### config.mk
export PLATFORM = sky130hd
export DESIGN_NAME = bitmap_page_allocator_core
export DESIGN_NICKNAME = d
export VERILOG_FILES = /design/src/rtl/bpa_pkg.sv /design/src/rtl/bpa_ram.sv /design/src/rtl/bpa_dp.sv /design/src/rtl/bpa_ctrl.sv /design/src/rtl/bitmap_page_allocator_core.sv
export SDC_FILE = /design/constraint.sdc
export NUM_CORES = 2
export LEC_CHECK = 0
export BUFFER_PORTS_ARGS = -buffer_cell sky130_fd_sc_hd__buf_2
export CORE_MARGIN = 4
export CORE_UTILIZATION = 49
export DETAILED_ROUTE_END_ITERATION = 12
export RECOVER_POWER = 100
export SYNTH_ARGS = -nofsm -noshare
export SYNTH_HDL_FRONTEND = slang
export SYNTH_HIERARCHICAL = 1
export SYNTH_SLANG_ARGS = --single-unit
### constraint.sdc
create_clock -name clk_i -period 11.15 [get_ports clk_i]
set_input_delay 2.23 -clock clk_i [delete_from_list [all_inputs] [get_ports clk_i]]
set_output_delay 2.23 -clock clk_i [all_outputs]
set_load 0.05 [all_outputs]
### src/rtl/bpa_pkg.sv
// bitmap page allocator: shared types, codes and defaults
// no dependencies; used by every module of the block but bpa_ram
`timescale 1ns / 1ps
`default_nettype none

package bpa_pkg;

  localparam int unsigned MAX_PAGES_DEF     = 1024;
  localparam int unsigned MAP_WORD_BITS_DEF = 32;

  localparam int unsigned OFF_W      = 26;
  localparam int unsigned IDX_W      = 10;
  localparam int unsigned SIZE_W     = 17;
  localparam int unsigned CNT_CFG_W  = 11;
  localparam int unsigned CFG_DATA_W = 17;

  localparam logic [CNT_CFG_W-1:0] PAGE_COUNT_RST = 11'd1024;
  localparam logic [SIZE_W-1:0]    PAGE_SIZE_RST  = 17'd64;

  localparam logic [0:0] REG_PAGE_COUNT = 1'b0;
  localparam logic [0:0] REG_PAGE_SIZE  = 1'b1;

  typedef enum logic {
    OP_ALLOC = 1'b0,
    OP_FREE  = 1'b1
  } op_e;

  typedef enum logic [1:0] {
    ST_OK    = 2'd0,
    ST_FULL  = 2'd1,
    ST_RANGE = 2'd2,
    ST_ALIGN = 2'd3
  } status_e;

  typedef struct packed {
    logic clr;
    logic load;
    logic mul;
    logic a_chk;
    logic scan;
    logic f_chk;
    logic div;
    logic f_rd;
    logic f_wr;
    logic finish;
  } cmd_t;

  typedef struct packed {
    logic clr_last;
    logic op_free;
    logic a_fail;
    logic scan_end;
    logic range_err;
    logic div_last;
    logic align_err;
  } sts_t;

endpackage

`default_nettype wire

### src/rtl/bpa_ram.sv
// generic simple dual-port ram, one write and one registered read port
// no dependencies
`timescale 1ns / 1ps
`default_nettype none

module bpa_ram #(
  parameter int unsigned Width = 32,
  parameter int unsigned Depth = 32
) (
  input  wire logic                     clk_i,
  input  wire logic                     we_i,
  input  wire logic [$clog2(Depth)-1:0] waddr_i,
  input  wire logic [Width-1:0]         wdata_i,
  input  wire logic [$clog2(Depth)-1:0] raddr_i,
  output logic      [Width-1:0]         rdata_o
);

  logic [Width-1:0] mem_q [Depth];
  logic [Width-1:0] rdata_q;

  always_ff @(posedge clk_i) begin
    if (we_i) begin
      mem_q[waddr_i] <= wdata_i;
    end
    rdata_q <= mem_q[raddr_i];
  end

  assign rdata_o = rdata_q;

endmodule

`default_nettype wire

### src/rtl/bpa_dp.sv
// bitmap page allocator datapath: config registers, bitmap ram, multiplier,
// word scanner and bit-serial divider; depends on bpa_pkg and bpa_ram
`timescale 1ns / 1ps
`default_nettype none

module bpa_dp #(
  parameter int unsigned MaxPages    = bpa_pkg::MAX_PAGES_DEF,
  parameter int unsigned MapWordBits = bpa_pkg::MAP_WORD_BITS_DEF
) (
  input  wire logic                            clk_i,
  input  wire logic                            rst_ni,
  input  wire bpa_pkg::cmd_t                   cmd_i,
  output bpa_pkg::sts_t                        sts_o,
  input  wire logic                            cfg_we_i,
  input  wire logic [0:0]                      cfg_index_i,
  input  wire logic [bpa_pkg::CFG_DATA_W-1:0]  cfg_wdata_i,
  input  wire logic                            operation_i,
  input  wire logic [bpa_pkg::OFF_W-1:0]       free_offset_i,
  output logic                                 done_o,
  output logic [1:0]                           status_o,
  output logic [bpa_pkg::IDX_W-1:0]            page_index_o,
  output logic [bpa_pkg::OFF_W-1:0]            page_offset_o
);

  localparam int unsigned PW        = $clog2(MaxPages);
  localparam int unsigned WB        = $clog2(MapWordBits);
  localparam int unsigned MAP_WORDS = MaxPages / MapWordBits;
  localparam int unsigned AW        = $clog2(MAP_WORDS);
  localparam int unsigned CW        = PW + 1;
  localparam int unsigned SW        = bpa_pkg::SIZE_W;
  localparam int unsigned PRODW     = CW + SW;
  localparam int unsigned CMPW      = (PRODW > bpa_pkg::OFF_W) ? PRODW : bpa_pkg::OFF_W;
  localparam int unsigned EW        = (CW > bpa_pkg::CNT_CFG_W) ? CW : bpa_pkg::CNT_CFG_W;
  localparam int unsigned DSW       = $clog2(PW);

  // configuration
  logic [bpa_pkg::CNT_CFG_W-1:0] page_count_q;
  logic [SW-1:0]                 page_size_q;

  // control state
  logic [PW-1:0]  hint_q;
  logic           full_q;
  logic [AW-1:0]  clr_q;
  logic [DSW-1:0] step_q;
  logic           done_q;

  // payload
  bpa_pkg::op_e              op_q;
  logic [bpa_pkg::OFF_W-1:0] off_q;
  logic [CW-1:0]             cnt_q;
  logic [SW-1:0]             size_q;
  logic [PRODW-1:0]          prod_q;
  logic [SW:0]               rem_q;
  logic [PW-1:0]             quo_q;
  logic [AW-1:0]             wa_q;
  bpa_pkg::status_e          res_status_q;
  logic [PW-1:0]             res_idx_q;
  logic [bpa_pkg::OFF_W-1:0] res_off_q;

  // ram
  logic                   ram_we;
  logic [AW-1:0]          ram_waddr;
  logic [MapWordBits-1:0] ram_wdata;
  logic [AW-1:0]          ram_raddr;
  logic [MapWordBits-1:0] ram_rdata;

  logic [EW-1:0]          cnt_ext;
  logic [CW-1:0]          cnt_eff;
  logic [SW-1:0]          size_eff;
  logic [CW-1:0]          mul_a;
  logic                   a_fail;
  logic [AW-1:0]          scan_wa;
  logic [AW:0]            wa_nxt;
  logic                   in_last;
  logic                   exhausted;
  logic [MapWordBits-1:0] scan_word;
  logic                   found;
  logic [WB-1:0]          fbit;
  logic                   scan_end;
  logic                   range_err;
  logic [SW:0]            trial;
  logic                   ge;
  logic [MapWordBits-1:0] hbit;
  logic [MapWordBits-1:0] pbit;
  logic                   scan_go;

  bpa_ram #(
    .Width (MapWordBits),
    .Depth (MAP_WORDS)
  ) u_map (
    .clk_i   (clk_i),
    .we_i    (ram_we),
    .waddr_i (ram_waddr),
    .wdata_i (ram_wdata),
    .raddr_i (ram_raddr),
    .rdata_o (ram_rdata)
  );

  always_comb begin
    cnt_ext  = EW'(page_count_q);
    cnt_eff  = (cnt_ext > EW'(MaxPages)) ? CW'(MaxPages) : CW'(cnt_ext);
    size_eff = (page_size_q == '0) ? SW'(1) : page_size_q;
    mul_a    = (op_q == bpa_pkg::OP_FREE) ? cnt_q : CW'(hint_q);
    a_fail   = full_q || (CW'(hint_q) >= cnt_q);
    scan_go  = (cmd_i.a_chk && !a_fail) || cmd_i.scan;

    // word scan: pages at or below the hint and at or above the count read as used
    scan_wa   = cmd_i.a_chk ? hint_q[PW-1:WB] : wa_q;
    wa_nxt    = {1'b0, scan_wa} + (AW+1)'(1);
    in_last   = ({1'b0, scan_wa} == cnt_q[CW-1:WB]);
    exhausted = ({wa_nxt, {WB{1'b0}}} >= cnt_q);
    scan_word = ram_rdata;
    for (int i = 0; i < MapWordBits; i++) begin
      if (in_last && (WB'(i) >= cnt_q[WB-1:0])) begin
        scan_word[i] = 1'b1;
      end
      if (cmd_i.a_chk && (WB'(i) <= hint_q[WB-1:0])) begin
        scan_word[i] = 1'b1;
      end
    end
    found = 1'b0;
    fbit  = '0;
    for (int i = MapWordBits - 1; i >= 0; i--) begin
      if (!scan_word[i]) begin
        found = 1'b1;
        fbit  = WB'(i);
      end
    end
    scan_end = found || exhausted;

    range_err = CMPW'(off_q) >= CMPW'(prod_q);
    trial     = {rem_q[SW-1:0], quo_q[PW-1]};
    ge        = trial >= {1'b0, size_q};

    hbit = MapWordBits'(1) << hint_q[WB-1:0];
    pbit = MapWordBits'(1) << quo_q[WB-1:0];

    ram_we = cmd_i.clr || (cmd_i.a_chk && !a_fail) || cmd_i.f_wr;
    priority if (cmd_i.clr) begin
      ram_waddr = clr_q;
      ram_wdata = '0;
    end else if (cmd_i.f_wr) begin
      ram_waddr = quo_q[PW-1:WB];
      ram_wdata = ram_rdata & ~pbit;
    end else begin
      ram_waddr = hint_q[PW-1:WB];
      ram_wdata = ram_rdata | hbit;
    end
    priority if (cmd_i.mul) begin
      ram_raddr = hint_q[PW-1:WB];
    end else if (cmd_i.f_rd) begin
      ram_raddr = quo_q[PW-1:WB];
    end else begin
      ram_raddr = wa_nxt[AW-1:0];
    end
  end

  always_ff @(posedge clk_i or negedge rst_ni) begin
    if (!rst_ni) begin
      page_count_q <= bpa_pkg::PAGE_COUNT_RST;
      page_size_q  <= bpa_pkg::PAGE_SIZE_RST;
      hint_q       <= '0;
      full_q       <= 1'b0;
      clr_q        <= '0;
      step_q       <= '0;
      done_q       <= 1'b0;
    end else begin
      if (cfg_we_i) begin
        unique case (cfg_index_i)
          bpa_pkg::REG_PAGE_COUNT: page_count_q <= cfg_wdata_i[bpa_pkg::CNT_CFG_W-1:0];
          bpa_pkg::REG_PAGE_SIZE:  page_size_q  <= cfg_wdata_i[SW-1:0];
          default: ;
        endcase
      end
      if (cmd_i.clr) begin
        clr_q <= clr_q + AW'(1);
      end
      if (cmd_i.f_chk) begin
        step_q <= '0;
      end else if (cmd_i.div) begin
        step_q <= step_q + DSW'(1);
      end
      if (scan_go && scan_end) begin
        if (found) begin
          hint_q <= {scan_wa, fbit};
        end else begin
          full_q <= 1'b1;
        end
      end
      if (cmd_i.f_wr && (full_q || (quo_q < hint_q))) begin
        hint_q <= quo_q;
        full_q <= 1'b0;
      end
      done_q <= cmd_i.finish;
    end
  end

  always_ff @(posedge clk_i) begin
    if (cmd_i.load) begin
      op_q   <= bpa_pkg::op_e'(operation_i);
      off_q  <= free_offset_i;
      cnt_q  <= cnt_eff;
      size_q <= size_eff;
    end
    if (cmd_i.mul) begin
      prod_q <= PRODW'(mul_a) * PRODW'(size_q);
    end
    if (scan_go) begin
      wa_q <= wa_nxt[AW-1:0];
    end
    if (cmd_i.f_chk) begin
      rem_q <= (SW+1)'(off_q >> PW);
      quo_q <= off_q[PW-1:0];
    end else if (cmd_i.div) begin
      rem_q <= ge ? (trial - {1'b0, size_q}) : trial;
      quo_q <= {quo_q[PW-2:0], ge};
    end
    if (cmd_i.a_chk) begin
      res_status_q <= a_fail ? bpa_pkg::ST_FULL : bpa_pkg::ST_OK;
      res_idx_q    <= a_fail ? '0 : hint_q;
      res_off_q    <= a_fail ? '0 : bpa_pkg::OFF_W'(prod_q);
    end
    if (cmd_i.f_chk && range_err) begin
      res_status_q <= bpa_pkg::ST_RANGE;
      res_idx_q    <= '0;
      res_off_q    <= '0;
    end
    if (cmd_i.f_rd && (rem_q != '0)) begin
      res_status_q <= bpa_pkg::ST_ALIGN;
      res_idx_q    <= '0;
      res_off_q    <= '0;
    end
    if (cmd_i.f_wr) begin
      res_status_q <= bpa_pkg::ST_OK;
      res_idx_q    <= quo_q;
      res_off_q    <= '0;
    end
  end

  always_comb begin
    sts_o.clr_last  = (clr_q == AW'(MAP_WORDS - 1));
    sts_o.op_free   = (op_q == bpa_pkg::OP_FREE);
    sts_o.a_fail    = a_fail;
    sts_o.scan_end  = scan_end;
    sts_o.range_err = range_err;
    sts_o.div_last  = (step_q == DSW'(PW - 1));
    sts_o.align_err = (rem_q != '0);
  end

  assign done_o        = done_q;
  assign status_o      = res_status_q;
  assign page_index_o  = bpa_pkg::IDX_W'(res_idx_q);
  assign page_offset_o = res_off_q;

  a_err_zero : assert property (@(posedge clk_i) disable iff (!rst_ni)
    done_q && (res_status_q != bpa_pkg::ST_OK) |-> (res_idx_q == '0) && (res_off_q == '0))
    else $error("error result carries a page");

  a_full_from_scan : assert property (@(posedge clk_i) disable iff (!rst_ni)
    $rose(full_q) |-> $past(cmd_i.a_chk || cmd_i.scan))
    else $error("full flag set outside a scan");

  a_free_no_off : assert property (@(posedge clk_i) disable iff (!rst_ni)
    done_q && (op_q == bpa_pkg::OP_FREE) |-> (res_off_q == '0))
    else $error("free result carries an offset");

endmodule

`default_nettype wire

### src/rtl/bpa_ctrl.sv
// bitmap page allocator controller: sequences clear pass, allocate and free
// depends on bpa_pkg
`timescale 1ns / 1ps
`default_nettype none

module bpa_ctrl (
  input  wire logic          clk_i,
  input  wire logic          rst_ni,
  input  wire logic          start,
  output logic               busy,
  input  wire bpa_pkg::sts_t sts_i,
  output bpa_pkg::cmd_t      cmd_o
);

  typedef enum logic [3:0] {
    S_CLR,
    S_IDLE,
    S_MUL,
    S_ACHK,
    S_SCAN,
    S_FCHK,
    S_DIV,
    S_FRD,
    S_FWR
  } state_e;

  state_e state_q, state_d;
  logic   busy_q;

  always_comb begin
    state_d = state_q;
    cmd_o   = '0;
    unique case (state_q)
      S_CLR: begin
        cmd_o.clr = 1'b1;
        if (sts_i.clr_last) begin
          state_d = S_IDLE;
        end
      end
      S_IDLE: begin
        if (start && !busy_q) begin
          cmd_o.load = 1'b1;
          state_d    = S_MUL;
        end
      end
      S_MUL: begin
        cmd_o.mul = 1'b1;
        state_d   = sts_i.op_free ? S_FCHK : S_ACHK;
      end
      S_ACHK: begin
        cmd_o.a_chk = 1'b1;
        if (sts_i.a_fail || sts_i.scan_end) begin
          cmd_o.finish = 1'b1;
          state_d      = S_IDLE;
        end else begin
          state_d = S_SCAN;
        end
      end
      S_SCAN: begin
        cmd_o.scan = 1'b1;
        if (sts_i.scan_end) begin
          cmd_o.finish = 1'b1;
          state_d      = S_IDLE;
        end
      end
      S_FCHK: begin
        cmd_o.f_chk = 1'b1;
        if (sts_i.range_err) begin
          cmd_o.finish = 1'b1;
          state_d      = S_IDLE;
        end else begin
          state_d = S_DIV;
        end
      end
      S_DIV: begin
        cmd_o.div = 1'b1;
        if (sts_i.div_last) begin
          state_d = S_FRD;
        end
      end
      S_FRD: begin
        cmd_o.f_rd = 1'b1;
        if (sts_i.align_err) begin
          cmd_o.finish = 1'b1;
          state_d      = S_IDLE;
        end else begin
          state_d = S_FWR;
        end
      end
      S_FWR: begin
        cmd_o.f_wr   = 1'b1;
        cmd_o.finish = 1'b1;
        state_d      = S_IDLE;
      end
      default: state_d = S_IDLE;
    endcase
  end

  always_ff @(posedge clk_i or negedge rst_ni) begin
    if (!rst_ni) begin
      state_q <= S_CLR;
      busy_q  <= 1'b1;
    end else begin
      state_q <= state_d;
      busy_q  <= (state_d != S_IDLE);
    end
  end

  assign busy = busy_q;

endmodule

`default_nettype wire

### src/rtl/bitmap_page_allocator_core.sv
// bitmap page allocator top level: controller plus datapath
// depends on bpa_pkg, bpa_ctrl, bpa_dp (and through it bpa_ram)
`timescale 1ns / 1ps
`default_nettype none

// First-fit allocator of fixed-size pages over a used-page bitmap.
// A request is a transfer at a clock edge with start high and busy low:
// operation_i 0 allocates the lowest free page, 1 frees the page at byte
// offset free_offset_i. Exactly one result follows, shown for one cycle
// with done_o high, together with status_o, page_index_o, page_offset_o;
// busy falls in that same cycle, so a new request may be given then.
// An allocate reads the hint page's bitmap word, then further words, one
// ram read per cycle, in the search for the next free page. A free runs
// the bit-serial divider that turns the offset into a page number; an
// out-of-range offset ends before the divider, a misaligned one at the
// bitmap read after it. After reset the bitmap ram is cleared, one word
// a cycle, through all its words; busy stays high meanwhile, and config
// writes are taken as ever. The user must write the config registers
// (index 0 page count, index 1 page size) only while busy is low with no
// result pending; the block itself does not enforce this. The receiver
// cannot hold results off.
module bitmap_page_allocator_core #(
  parameter int unsigned MaxPages    = bpa_pkg::MAX_PAGES_DEF,
  parameter int unsigned MapWordBits = bpa_pkg::MAP_WORD_BITS_DEF
) (
  input  wire logic                            clk_i,
  input  wire logic                            rst_ni,
  input  wire logic                            start,
  output logic                                 busy,
  input  wire logic                            operation_i,
  input  wire logic [bpa_pkg::OFF_W-1:0]       free_offset_i,
  input  wire logic                            cfg_we_i,
  input  wire logic [0:0]                      cfg_index_i,
  input  wire logic [bpa_pkg::CFG_DATA_W-1:0]  cfg_wdata_i,
  output logic                                 done_o,
  output logic [1:0]                           status_o,
  output logic [bpa_pkg::IDX_W-1:0]            page_index_o,
  output logic [bpa_pkg::OFF_W-1:0]            page_offset_o
);

  bpa_pkg::cmd_t cmd;
  bpa_pkg::sts_t sts;

  bpa_ctrl u_ctrl (
    .clk_i  (clk_i),
    .rst_ni (rst_ni),
    .start  (start),
    .busy   (busy),
    .sts_i  (sts),
    .cmd_o  (cmd)
  );

  bpa_dp #(
    .MaxPages    (MaxPages),
    .MapWordBits (MapWordBits)
  ) u_dp (
    .clk_i         (clk_i),
    .rst_ni        (rst_ni),
    .cmd_i         (cmd),
    .sts_o         (sts),
    .cfg_we_i      (cfg_we_i),
    .cfg_index_i   (cfg_index_i),
    .cfg_wdata_i   (cfg_wdata_i),
    .operation_i   (operation_i),
    .free_offset_i (free_offset_i),
    .done_o        (done_o),
    .status_o      (status_o),
    .page_index_o  (page_index_o),
    .page_offset_o (page_offset_o)
  );

  a_done_idle : assert property (@(posedge clk_i) disable iff (!rst_ni)
    done_o |-> !busy)
    else $error("result shown while still busy");

endmodule

`default_nettype wire
Yosys cells after proc, flatten, opt, wreduce, memory -nomap -nowiden
Memory sizes are Yosys's and may differ from the RTL's. A register that Yosys moved wholly into a read port is not among the register bits.
Cells that the tools add are included.
{ "classes": {"add_sub_neg": 4, "mul": 1, "n_lt_le_gt_ge": 70, "eq_ne": 13, "shift": 2, "n_mux": 185, "bitwise": 4, "n_reduce_logical": 92} }
{ "op_table": {"columns": ["cell", "count"], "rows": [
  ["two-way mux 5 bit", 37],
  ["two-way mux 1 bit", 116],
  ["two-way mux 10 bit", 10],
  [">= comparator 5 bit (first input constant)", 16],
  ["less-or-equal comparator 5 bit (first input constant)", 16],
  ["logical AND 1 bit", 70],
  ["two-way mux 32 bit", 2],
  ["<< shifter 1 x 5 -> 32 bit (first input constant)", 2],
  [">= comparator 4 x 5 -> 1 bit (first input constant)", 8],
  ["less-or-equal comparator 4 x 5 -> 1 bit (first input constant)", 8],
  ["AND 32 bit", 1],
  ["two-way mux 16 bit", 2],
  ["NOT 32 bit", 1],
  ["bitwise OR 32 bit", 1],
  ["case mux 4 bit (8 select lines)", 1],
  [">= comparator 26 x 28 -> 1 bit", 1],
  ["multiplier 11 x 17 -> 28 bit", 1],
  ["two-way mux 4 bit", 7],
  ["two-way mux 26 bit", 1],
  [">= comparator 3 x 5 -> 1 bit (first input constant)", 4],
  ["less-or-equal comparator 3 x 5 -> 1 bit (first input constant)", 4],
  [">= comparator 18 x 17 -> 1 bit", 1],
  ["two-way mux 18 bit", 1],
  ["nonzero test 18 bit", 1],
  ["other kinds (34)", 59]
]} }
{ "totals": {"register_bits": 208, "ramBits": 1024, "input_bits": 49, "out_inout_bits": 40, "elab_cells": 393, "memories": 1} }
{ "memory_table": {"columns": ["memory", "words", "word_bits", "read_ports", "rd_ports_with_merged_regs", "wr", "line_no", "source"], "rows": [
  ["u_dp.u_map.mem_q", 32, 32, 1, 1, 1, "bpa_ram.sv:18", "logic [Width-1:0] mem_q [Depth];"]
]} }

Depth between registers and ports, before layout
{ "logic_depth": {"word_depth": 44, "mapped_depth": 24, "ltp_nobuf": 22} }

Modules after synthesis
The synthesis kept the hierarchy.
{ "modules_own_cells": {"columns": ["module", "instances", "cells_each", "area_each_um2", "seq_area_each_um2"], "rows": [
  ["bpa_ram", 1, 2260, 40487.6, 31390.1],
  ["bpa_dp", 1, 1921, 18196.2, 5552.8],
  ["bpa_ctrl", 1, 48, 419.2, 126.4]
]} }

Worst setup path after synthesis
Ideal clock, no wire load.
{ "synth_path": {"kind": "register to register", "from": "register u_dp.hint_q[2]", "to": "register u_dp.prod_q[26], data pin", "setup_ns": 0.262, "arrival_time_ns": 6.460, "required_time_ns": 10.888, "slack_ns": 4.428, "path_stages_with_launch": 23, "n_path_buf": 3, "period_less_slack_ns": 6.722, "path_cell_list": "dfrtp_1 > clkbuf_1 > buf_1 > inv_1 > o21ai_1 > clkbuf_1 > nand2_1 > fa_1 > fa_1 > inv_1 > fa_1 > fa_1 > fa_1 > ha_1 > or4_1 > a211oi_1 > a21boi_0 > nor4_1 > nor4_1 > o21bai_1 > a211oi_1 > a21oi_1 > xor2_1"} }
{ "synth_between": {"elab_chain_len": 2} }
{ "synth_rtl": {"columns": ["element", "line_no", "source"], "rows": [
  ["start, declared", "bpa_dp.sv:41", "logic [PW-1:0] hint_q;"],
  ["start signal, assigned", "bpa_dp.sv:185", "hint_q <= {scan_wa, fbit};"],
  ["start signal, assigned", "bpa_dp.sv:191", "hint_q <= quo_q;"],
  ["two-way mux 11 bit", "bpa_dp.sv:103", "mul_a = (op_q == bpa_pkg::OP_FREE) ? cnt_q : CW'(hint_q);"],
  ["multiplier 11 x 17 -> 28 bit", "bpa_dp.sv:206", "prod_q <= PRODW'(mul_a) * PRODW'(size_q);"],
  ["end signal, assigned", "bpa_dp.sv:206", null],
  ["end, declared", "bpa_dp.sv:52", "logic [PRODW-1:0] prod_q;"]
]} }
Every way passes these cells.
A chain may end at the register's enable or synchronous reset.

==> flow_summary_export.csv <==
group,metric,value,unit
timing,tns,0,ps
placement,gp_congestion,0.906,
timing,fin_skew,28.3,ps
synth,yosys_warnings,6,
timing,whs,477,ps
route,drc,0,
route,routed_wl,162000,µm
cts,numClockSinks,1264,
die,die_w,355,µm
grt,grt_pass1_vias,34867,
worst_setup_path,path_delay_family,"simple AND/OR/NAND/NOR gates",
grt,grt_max_degree,116,
synth,async_reset_ff_frac,0.0427,
grt,grt_usage,0.256,
cts,post-cts-setup-buffers,0,
route,first_pass_iters,5,
worst_setup_path,crit_buf_inv,2,
cts,cts_buffers,135,
grt,grt_pass1_wl,237000,µm
synth,avgSynthCellArea,14.0,µm²
cts,cts_htree_levels,4,
grt,busiest_layer,"met2",
die,initial_utilization,0.493,
status,outcome,"complete, but fails checks",
synth,synth_edf_count,1148,
worst_setup_path,max_stage_delay,1960,ps
worst_setup_path,slowest_stage,"nor2b_1",
hold_path,min_path_type,"flip-flop to flip-flop",
die,core,120000,µm²
timing,hold_viol,0,
synth,ys_seq_elements,1264,
timing,tightest_slew,3730,ps
grt,met2_usage,0.422,
timing,slew_headroom,-1.55,
die,num_rows,127,
worst_setup_path,cp.required,11690,ps
cells_and_area,area_delta_synth_final,10.4,%
cts,ctsHoldBuffers,0,
worst_setup_path,cp-end-kind,"flip-flop",
cts,ctsResizeCount,0,
timing,finalSetupViolations,0,
grt,overflow,0,
route,dr_total_vias,35601,
worst_setup_path,cp.arrival,9250,ps
placement,dp_hpwl,96200,µm
route,drt_iter0_drc,3232,
cells_and_area,fin_nets,4637,
run,cap_violations,71,
cts,cts_tree,"yes",
placement,io_buffer_count,88,
cells_and_area,drive_gt1_frac,0.0867,
timing,min_period_over_period,0.781,
timing,final-max-slew-violation-count,1896,
worst_setup_path,crit_type,"flip-flop to flip-flop",
die,die_h,355,µm
worst_setup_path,cp-start-kind,"flip-flop",
cells_and_area,antenna_cells,0,
power_and_ir_drop,ir_drop,0.437,mV
timing,rsz0062_at_grt,"false",
power_and_ir_drop,power_leakage,24.3,nW
cts,clockBufferDepth,3,
power_and_ir_drop,cellPowerDensity,339,nW/µm²
route,wire_per_inst,26.9,µm
cts,cts_root_buf,"clkbuf_16",
grt,antenna_found_initial,1,
route,via_per_inst,5.90,
timing,min_period,8710,ps
synth,syn_inst,4229,
die,pin_count,89,
grt,met3_usage,0.0391,
grt,use_met1,0.341,
route,final_antenna_net_count,0,
synth,synth_cell_types,89,
status,violations,"capacitance limit, slew limit",
synth,netlist_area,59100,µm²
worst_setup_path,regToRegSetupSlack,2440,ps
cts,clk_latency,740,ps
timing,fmax,115,MHz
cts,clkTransAtPathRegs,60,ps
synth,seq_area_frac_synth,0.627,
synth,synth_nets,4552,
synth,synth_flop_cell,"edfxtp_1",
die,dieArea,126000,µm²
worst_setup_path,path_cells,"nand2_1 -> nor3_1 -> clkbuf_1 -> mux2_1 -> ha_1 -> mux2i_1 -> o21ai_0 -> nor2b_1 -> clkbuf_1 -> a22o_1 -> nor3_1 -> a31oi_1 -> nand3_1",
worst_setup_path,cp_max_fo,29,
[kinds of logic (layout without fill, tap and decap cells)]
| group | after synthesis | after routing | synth area share |
|---|---|---|---|
| buffers and inverters | 460 | 648 | 0.0348 |
| AND/OR/NAND/NOR | 854 | 854 | 0.0683 |
| adder cells (fa/ha/maj) | 275 | 275 | 0.0753 |
| XOR/XNOR | 43 | 43 | 0.00637 |
| flip-flops | 1264 | 1264 | 0.627 |
| multiplexers | 594 | 594 | 0.102 |
| AO/OA/AOI/OAI | 739 | 739 | 0.0859 |
[synth_stat cells, drive strengths merged, types with 7 or more instances]
| library cell | n | area share |
|---|---|---|
| a22o | 101 | 0.015 |
| and3 | 15 | 0.0016 |
| and2 | 35 | 0.0037 |
| nand2b | 28 | 0.0031 |
| o31ai | 10 | 0.0013 |
| inv | 213 | 0.014 |
| nand4 | 11 | 0.0012 |
| edfxtp | 1148 | 0.58 |
| dfxtp | 62 | 0.021 |
| xor2 | 15 | 0.0022 |
| a221oi | 7 | 0.0010 |
| dfrtp | 51 | 0.022 |
| a22oi | 101 | 0.013 |
| a21oi | 195 | 0.017 |
| nand3 | 129 | 0.011 |
| mux2i | 534 | 0.091 |
| a21o | 34 | 0.0043 |
| a211oi | 52 | 0.0068 |
| or4 | 7 | 0.00089 |
| nand3b | 9 | 0.0011 |
| or2 | 14 | 0.0015 |
| a31oi | 60 | 0.0064 |
| xnor2 | 28 | 0.0041 |
| nand2 | 299 | 0.019 |
| nor3 | 74 | 0.0064 |
| o211ai | 9 | 0.0011 |
| fa | 135 | 0.046 |
| o21a | 17 | 0.0022 |
| nor2b | 28 | 0.0030 |
| buf | 103 | 0.012 |
| mux2 | 60 | 0.011 |
| nor3b | 9 | 0.0011 |
| ha | 139 | 0.029 |
| clkbuf | 142 | 0.0093 |
| nor4 | 22 | 0.0028 |
| o21bai | 18 | 0.0023 |
| o21ai | 67 | 0.0057 |
| nor2 | 163 | 0.010 |
[final timing paths]
kind,start,end,cells past startpoint
max in group asynchronous,rst_ni,u_dp/clr_q[4],2
min in group asynchronous,rst_ni,u_dp/page_size_q[14],2
worst max register to register,u_ctrl/state_q[0],u_dp/u_map/rdata_o[10],13
worst min-delay path,u_dp/page_offset_o[16],u_dp/page_offset_o[16],1
worst min register to register,u_dp/page_offset_o[16],u_dp/page_offset_o[16],1
worst max-delay path,u_ctrl/state_q[0],u_dp/u_map/rdata_o[10],13
[power breakdown]
part           switching (mW)  internal (mW)  total, mW
clock                    1.80           2.52       4.33
combinational            6.79           3.47       10.3
sequential              0.430           7.14       7.57
[area by class of cell]
type	instances	area (µm²)
Clock inverter	63	608
Multi-Input combinational cell	2505	20100
Inverter	215	807
Clock buffer	177	3660
Sequential cell	1264	37100
Tap cell	1612	2020
Fill cell	9992	54500
Timing Repair Buffer	193	1010
[metrics by stage]
step | worst slack (ps) | std cells | area, µm² | utilization | power [mW]
2_1_floorplan | 4430 | 4229 | 59100 | - | 14.5
3_3_place_gp | 4180 | 5789 | 61800 | 0.516 | 18.0
3_5_place_dp | 4070 | 5789 | 61800 | 0.516 | 18.1
4_1_cts | 4060 | 6029 | 66100 | 0.552 | 22.4
5_1_grt | 2290 | 6029 | 65300 | 0.545 | 23.4
6_report | 2440 | 6029 | 65300 | 0.545 | 22.2
[metal layers]
metal  wire, µm  vias up
li1           -    16056
met1      66700    18030
met2      78400     1224
met3       9870      291
met4       7390        0
met5          0        -
[sequential cells by signal (all words and copies together), names as in the netlist, 2 cells and up]
signal,count
u_dp/quo_q,10
u_dp/page_size_q,17
u_dp/page_index_o,10
u_dp/hint_q,10
u_dp/clr_q,5
u_dp/u_map/mem_q,1024
u_dp/status_o,2
u_dp/size_q,17
u_dp/prod_q,28
u_dp/off_q,26
u_dp/u_map/rdata_o,32
u_dp/step_q,4
u_dp/page_offset_o,26
u_dp/cnt_q,11
u_dp/rem_q,18
u_ctrl/state_q,4
u_dp/cnt_ext,11
u_dp/wa_q,5
[layout by cell type, fill, tap and decap left out, types with 10 or more instances in the layout]
cell       Yosys  routed
o21a_1        17      17
and3_1        15      15
nor2_4         0      16
nand4_1       11      11
o21bai_1      18      18
a21oi_1      195     194
mux2_2        60      58
a22o_1       101     101
nand2_1      298     298
clkbuf_16      0     138
dfrtp_1       51      51
nor3_1        73      73
xor2_1        15      15
mux2i_1      532     532
buf_2         32      44
ha_1         139     139
o21ai_0       56      59
nor2_1       162     146
nor4_1        19      21
clkinv_2       0      20
nand3_1      129     129
a31oi_1       60      60
nand2b_1      27      26
clkbuf_1     139     144
o31ai_1       10      10
edfxtp_1    1148    1148
a21o_1        34      34
clkinv_1       2      23
xnor2_1       28      28
a22oi_1      100     101
buf_4         39      31
fa_1         135     135
nor2b_1       28      27
a211oi_1      50      48
dfxtp_1       62      62
inv_1        213     213
and2_1        35      30
No activity file was read; power rests on OpenSTA's default activity.
